$ cat src/rtl/cht_pkg.sv
// ----------------------------------------------------------------------------
// cht_pkg: shared constants and types for the chained hash table
// Table geometry, field widths, operation codes and the command/status
// structs that join the controller and the datapath.
// ----------------------------------------------------------------------------
package cht_pkg;

  // table geometry
  localparam int NUM_BUCKETS  = 1021;
  localparam int BUCKET_DEPTH = 8;
  localparam int KEY_BITS     = 32;
  localparam int VALUE_BITS   = 32;

  // result field widths
  localparam int BUCKET_W = 10;
  localparam int CMP_W    = 4;

  // derived widths
  localparam int FILL_W   = $clog2(BUCKET_DEPTH + 1);
  localparam int IDX_W    = $clog2(BUCKET_DEPTH);
  localparam int ENTRIES  = NUM_BUCKETS * BUCKET_DEPTH;
  localparam int ENTRY_AW = $clog2(ENTRIES);

  // stream payload widths
  localparam int IN_DATA_W  = KEY_BITS + VALUE_BITS;
  localparam int OUT_DATA_W = 1 + 32 + BUCKET_W + CMP_W + 1;

  // modulo by folding: 2^FOLD_SHIFT is congruent to FOLD_MULT mod NUM_BUCKETS
  localparam int FOLD_SHIFT = 10;
  localparam int FOLD_MULT  = (1 << FOLD_SHIFT) % NUM_BUCKETS;
  localparam int HASH_FOLDS = 4;
  localparam int FOLD_CW    = $clog2(HASH_FOLDS);

  // operation codes
  localparam logic MODE_INSERT = 1'b0;
  localparam logic MODE_SEARCH = 1'b1;

  // controller -> datapath
  typedef struct packed {
    logic load;        // capture accepted word
    logic fold;        // one hash fold step
    logic set_bucket;  // final reduce into bucket index
    logic clr;         // clear one fill counter
    logic ins;         // perform insert (or flag overflow)
    logic rd_step;     // issue entry read, advance index
    logic cmp_en;      // compare returned entry
    logic emit;        // load output register
  } cmd_t;

  // datapath -> controller
  typedef struct packed {
    logic clr_last;   // clearing the last fill counter
    logic fill_zero;  // bucket empty
    logic is_search;  // captured op is a search
    logic cmp_valid;  // entry read data valid
    logic match;      // entry key equals target
    logic last_cmp;   // this compare reaches the fill count
    logic out_free;   // output register can take a word
  } stat_t;

endpackage

$ cat src/rtl/cht_ctrl.sv
// ----------------------------------------------------------------------------
// cht_ctrl: chained hash table sequencer
// One-hot state machine: fill counter clearing after reset, hashing,
// fill lookup, insert or bucket walk, result hand-off.
// ----------------------------------------------------------------------------
module cht_ctrl (
  input  logic           clk,
  input  logic           rst_n,
  input  logic           in_tvalid,
  output logic           in_tready,
  input  cht_pkg::stat_t st,
  output cht_pkg::cmd_t  cmd
);

  typedef enum logic [7:0] {
    S_CLEAR   = 8'b0000_0001,
    S_IDLE    = 8'b0000_0010,
    S_HASH    = 8'b0000_0100,
    S_BUCKET  = 8'b0000_1000,
    S_FILL_RD = 8'b0001_0000,
    S_FILL    = 8'b0010_0000,
    S_SEARCH  = 8'b0100_0000,
    S_RESULT  = 8'b1000_0000
  } state_t;

  state_t                        state_r, state_nxt;
  logic [cht_pkg::FOLD_CW-1:0]   fold_cnt_r, fold_cnt_nxt;

  assign in_tready = (state_r == S_IDLE);

  always_comb begin
    state_nxt    = state_r;
    fold_cnt_nxt = fold_cnt_r;
    cmd          = '0;
    unique case (state_r)
      S_CLEAR: begin
        cmd.clr = 1'b1;
        if (st.clr_last) state_nxt = S_IDLE;
      end
      S_IDLE: begin
        if (in_tvalid) begin
          cmd.load     = 1'b1;
          fold_cnt_nxt = '0;
          state_nxt    = S_HASH;
        end
      end
      S_HASH: begin
        cmd.fold     = 1'b1;
        fold_cnt_nxt = fold_cnt_r + 1'b1;
        if (fold_cnt_r == cht_pkg::FOLD_CW'(cht_pkg::HASH_FOLDS - 1)) state_nxt = S_BUCKET;
      end
      S_BUCKET: begin
        cmd.set_bucket = 1'b1;
        state_nxt      = S_FILL_RD;
      end
      S_FILL_RD: begin
        state_nxt = S_FILL;
      end
      S_FILL: begin
        if (!st.is_search) begin
          cmd.ins   = 1'b1;
          state_nxt = S_RESULT;
        end else if (st.fill_zero) begin
          state_nxt = S_RESULT;
        end else begin
          state_nxt = S_SEARCH;
        end
      end
      S_SEARCH: begin
        cmd.rd_step = 1'b1;
        cmd.cmp_en  = 1'b1;
        if (st.cmp_valid && (st.match || st.last_cmp)) state_nxt = S_RESULT;
      end
      S_RESULT: begin
        if (st.out_free) begin
          cmd.emit  = 1'b1;
          state_nxt = S_IDLE;
        end
      end
      default: begin
        state_nxt = S_IDLE;
      end
    endcase
  end

  always_ff @(posedge clk) begin
    if (!rst_n) begin
      state_r    <= S_CLEAR;
      fold_cnt_r <= '0;
    end else begin
      state_r    <= state_nxt;
      fold_cnt_r <= fold_cnt_nxt;
    end
  end

  // a search leaves the walk only on a compare
  a_search_exit: assert property (@(posedge clk) disable iff (!rst_n)
    (state_r == S_SEARCH && !st.cmp_valid) |=> (state_r == S_SEARCH))
    else $error("search ended without a compare");

  // a finished result is handed off as soon as the output slot frees
  a_result_handoff: assert property (@(posedge clk) disable iff (!rst_n)
    (state_r == S_RESULT && st.out_free) |=> (state_r == S_IDLE))
    else $error("result not handed off");

endmodule

$ cat config.mk
export PLATFORM = sky130hd
export DESIGN_NAME = cht_ctrl
export DESIGN_NICKNAME = d
export VERILOG_FILES = /design/src/rtl/cht_pkg.sv /design/src/rtl/cht_ctrl.sv
export SDC_FILE = /design/constraint.sdc
export NUM_CORES = 1
export LEC_CHECK = 0
export BUFFER_PORTS_ARGS = -buffer_cell sky130_fd_sc_hd__buf_2
export CAP_MARGIN = 20
export CORE_MARGIN = 4
export CORE_UTILIZATION = 47
export DETAILED_ROUTE_END_ITERATION = 8
export GPL_ROUTABILITY_DRIVEN = 0
export GPL_TIMING_DRIVEN = 0
export MAX_ROUTING_LAYER = met4
export PLACE_DENSITY_LB_ADDON = 0.3
export SLEW_MARGIN = 20
export SYNTH_ARGS = -nofsm -noshare
export SYNTH_HDL_FRONTEND = slang
export SYNTH_SLANG_ARGS = --single-unit
$ cat constraint.sdc
create_clock -name clk -period 1.7 [get_ports clk]
set_input_delay 0.255 -clock clk [delete_from_list [all_inputs] [get_ports clk]]
set_output_delay 0.255 -clock clk [all_outputs]
set_load 0.005 [all_outputs]
==> results.md <==
- Distinct cells, synth: 36
- Worst R2R Start: state_r[7]
- Initial antenna violation count: 0
- Final setup vio count: 1
- Clock tree from TritonCTS: done
- DPL Wire Length: 1086 um
- Hold path cells: 3
- Final Hold Vio Count: 0
- DR pass1 iterations: 4
- Share of the synthesized area in the top cell type: 31.81%
- Status: complete, but fails checks
- Crit start category: flip-flop
- Routed vias/inst: 5.838
- Root buffer cell: clkbuf_4
- Sequential share of the synthesized area: 31.81%
- Post-Synth Simple-Gate Area: 46.72%
- WL per Instance: 13.94 um
- Top cells by count, synth: dfxtp_1, nor2_1, nand2_1
- Final core occ: 72.05%
- Failing checks: setup timing
- Core area: 0.001186 mm^2
- Seq cells post-synth: 10
- Initial core utilization: 53.06%
- Antenna-violating nets left: 0
- # rows: 12
- WP buf/inv: 1
- Cells after synthesis: 77
- Worst vdd ir: 0.3863 mV
- Clock transition at path regs: 0.07 ns
- Final Max Slew Viols: 0
- Setup crit end kind: output port
- Clk sinks: 10
- Die X-Extent: 44.60 um
- Worst R2R Path Depth: 6
- Starting DRT DRC Count: 25
- Fmax: 587.2 MHz
- Maxcap violations: 0
- Switching portion of total power: 27.16%
- Combinational share of power: 19.8%
- Vias in the first global route: 582
- Setup slack, reg-to-reg: 0.18 ns
- Sequential power share: 48.4%
- CTS buffer count: 3
- Post-Synth Adder-Cell Area: 1.988%
- EDFF count, synth: 0
- Most common cell in the netlist: dfxtp_1
- Leading area contributor after synthesis: dfxtp_1
- FILL cells: 109
- H-tree levels: 1
- DRC: 0
- Leak pwr: 0.0004143 uW
- Share of synthesized registers carrying an async set or reset: 0%
- Cells along the critical path: nor4_4 -> and4b_2 -> and2_4 -> buf_6
- Post-synth top flop: dfxtp_1
- Min-Delay Endpoint: state_r[0]
- Switching pwr: 139.8 uW
- Total gr overflow: 0
- Final period utilization: 100.2%
- Area grow syn2layout: 35.79%
- IO buf count: 18
- Slew HR: 75.78%
- Post-route minimum period: 1.703 ns
- # diodes: 0
- Cell-internal power: 374.8 uW
- Placed Area: 737.0 um^2
- Post-layout net count: 116
- Skew final: 0.007647 ns
- Synth Area in Compound Gates: 14.71%
- Die area: 0.001989 mm^2
- Clk pwr share: 31.8%
- Largest delay share family, worst path: simple AND/OR/NAND/NOR gates
- Fin area: 854.6 um^2
- Synthesized area: 629.4 um^2
- Total GRT Usage: 16.44%
- Worst R2R End: state_r[1]
- CP Max Fanout: 6
- Clk Latency, worst-skew pair: 0.27 ns
- Arrival @ worst endpoint: 1.45 ns
- Least-Margin Pin Slew: 0.3587 ns
- Combinational family with the most area after synthesis: simple AND/OR/NAND/NOR gates
- Critical path's largest stage delay: 0.37 ns
- Mean Syn Cell Area: 8.173 um^2
- Hold Buf Count CTS: 0
- IO Pins: 19
- Slowest CP cell: dfxtp_4
- Post-synthesis mux area share: 0%
- CTS max path bufs: 2
- Crit Path Class: flip-flop to output port
- Power Density: 602.2 mW/mm^2
- Synth warnings: 0
- Pin count of the biggest net entering global routing: 11
- Worst EP required: 1.44 ns
- Worst Hold Class: primary input to flip-flop
- Net Count, Synth: 88
- Hold path start: st[6]
- Die Height: 44.60 um
- Routed via count: 683
- Layout cells sized above 1: 44.66%
- Largest cells by area after synthesis: dfxtp_1, nor2_1, and2_1
- RSZ-0062 raised after global routing: yes
- First-pass GRT wire length: 2387 um
- Post-synthesis xor/xnor area fraction: 0%
- Final wirelength: 1631 um
- Fin worst setup slack: -0.003143 ns
power by group through the flow:
stage | Combinational (uW) | Clock (uW) | Sequential, uW
after floorplan | 51.7 | 0 | 252
after global placement | 80.8 | 0 | 254
after detailed placement | 82.5 | 0 | 254
after CTS | 85.5 | 163 | 250
after global routing | 114 | 176 | 251
final | 102 | 164 | 249
sequential cells by signal, summed over array words and instances, names as in the netlist:
| register | count |
|---|---|
| state_r | 8 |
| fold_cnt_r | 2 |
area by class of cell:
type	instances	area, um^2	area share [%]
Timing Repair Buffer	23	133.9	15.67
Tap cell	14	17.52	2.050
Multi-Input combinational cell	61	444.2	51.98
Inverter	4	15.01	1.757
Sequential cell	10	206.4	24.16
Clock buffer	3	22.52	2.635
Buffer	2	15.01	1.757
cell usage in the layout, fill, tap and decap left out, types with 3 or more instances in the layout:
cell       n
nor2b_1    3
nor2_1     7
and3_1     3
buf_4      7
clkbuf_4   3
nand2_1    5
buf_2     17
dfxtp_1    7
inv_1      4
o21ai_0    4
cells by family after synthesis:
family | after synthesis
AND/OR/NAND/NOR | 46
AO/OA/AOI/OAI | 14
flip-flops | 10
buffers and inverters | 6
adder cells (fa/ha/maj) | 1
worst register-to-register path, stage by stage, from the launching register on:
cell      delay [ns]
dfxtp_1         0.50
nor2_1          0.08
and4b_2         0.25
buf_4           0.14
buf_4           0.12
o311ai_1        0.26
a21oi_1         0.06
how the worst max path moves through the flow:
| stage | to | start | cells past startpoint |
|---|---|---|---|
| after floorplan | cmd[7] | state_r[2] | 3 |
| final | cmd[7] | state_r[6] | 4 |
| after global placement | cmd[7] | state_r[2] | 4 |
| after detailed placement | cmd[7] | state_r[2] | 4 |
| after CTS | cmd[7] | state_r[2] | 4 |
| after global routing | cmd[7] | state_r[6] | 4 |
metal layers:
metal / share of wire [%] / vias to the layer above / track usage, %
met5: 0 / - / -
met4: 1.8 / 0 / 7.229
met3: 8.4 / 5 / 2.439
met2: 46 / 32 / 24.36
met1: 43 / 314 / 21.79
li1: - / 332 / -
through the flow:
stage / setup slack, ns / total power (uW) / hold slack [ns] / std cells / setup TNS [ns]
final: -0.003143 / 514.6 / 0.2608 / 117 / -0.003143
after CTS: -0.01467 / 498.3 / 0.2602 / 112 / -0.01467
after detailed placement: 0.2373 / 336.1 / 0.4828 / 109 / 0
after floorplan: 0.4190 / 303.9 / 0.3312 / 77 / 0
after global placement: 0.2515 / 334.4 / 0.4687 / 109 / 0
after global routing: -0.06858 / 540.0 / 0.2990 / 117 / -0.1109
repair_timing:
item	CTS	global route
resized for setup	2	12
setup endpoints to repair	3	6
pin swaps	1	6
setup buffers	0	5
gates cloned	0	0
Note: power is estimated with default switching activity, not from simulation.
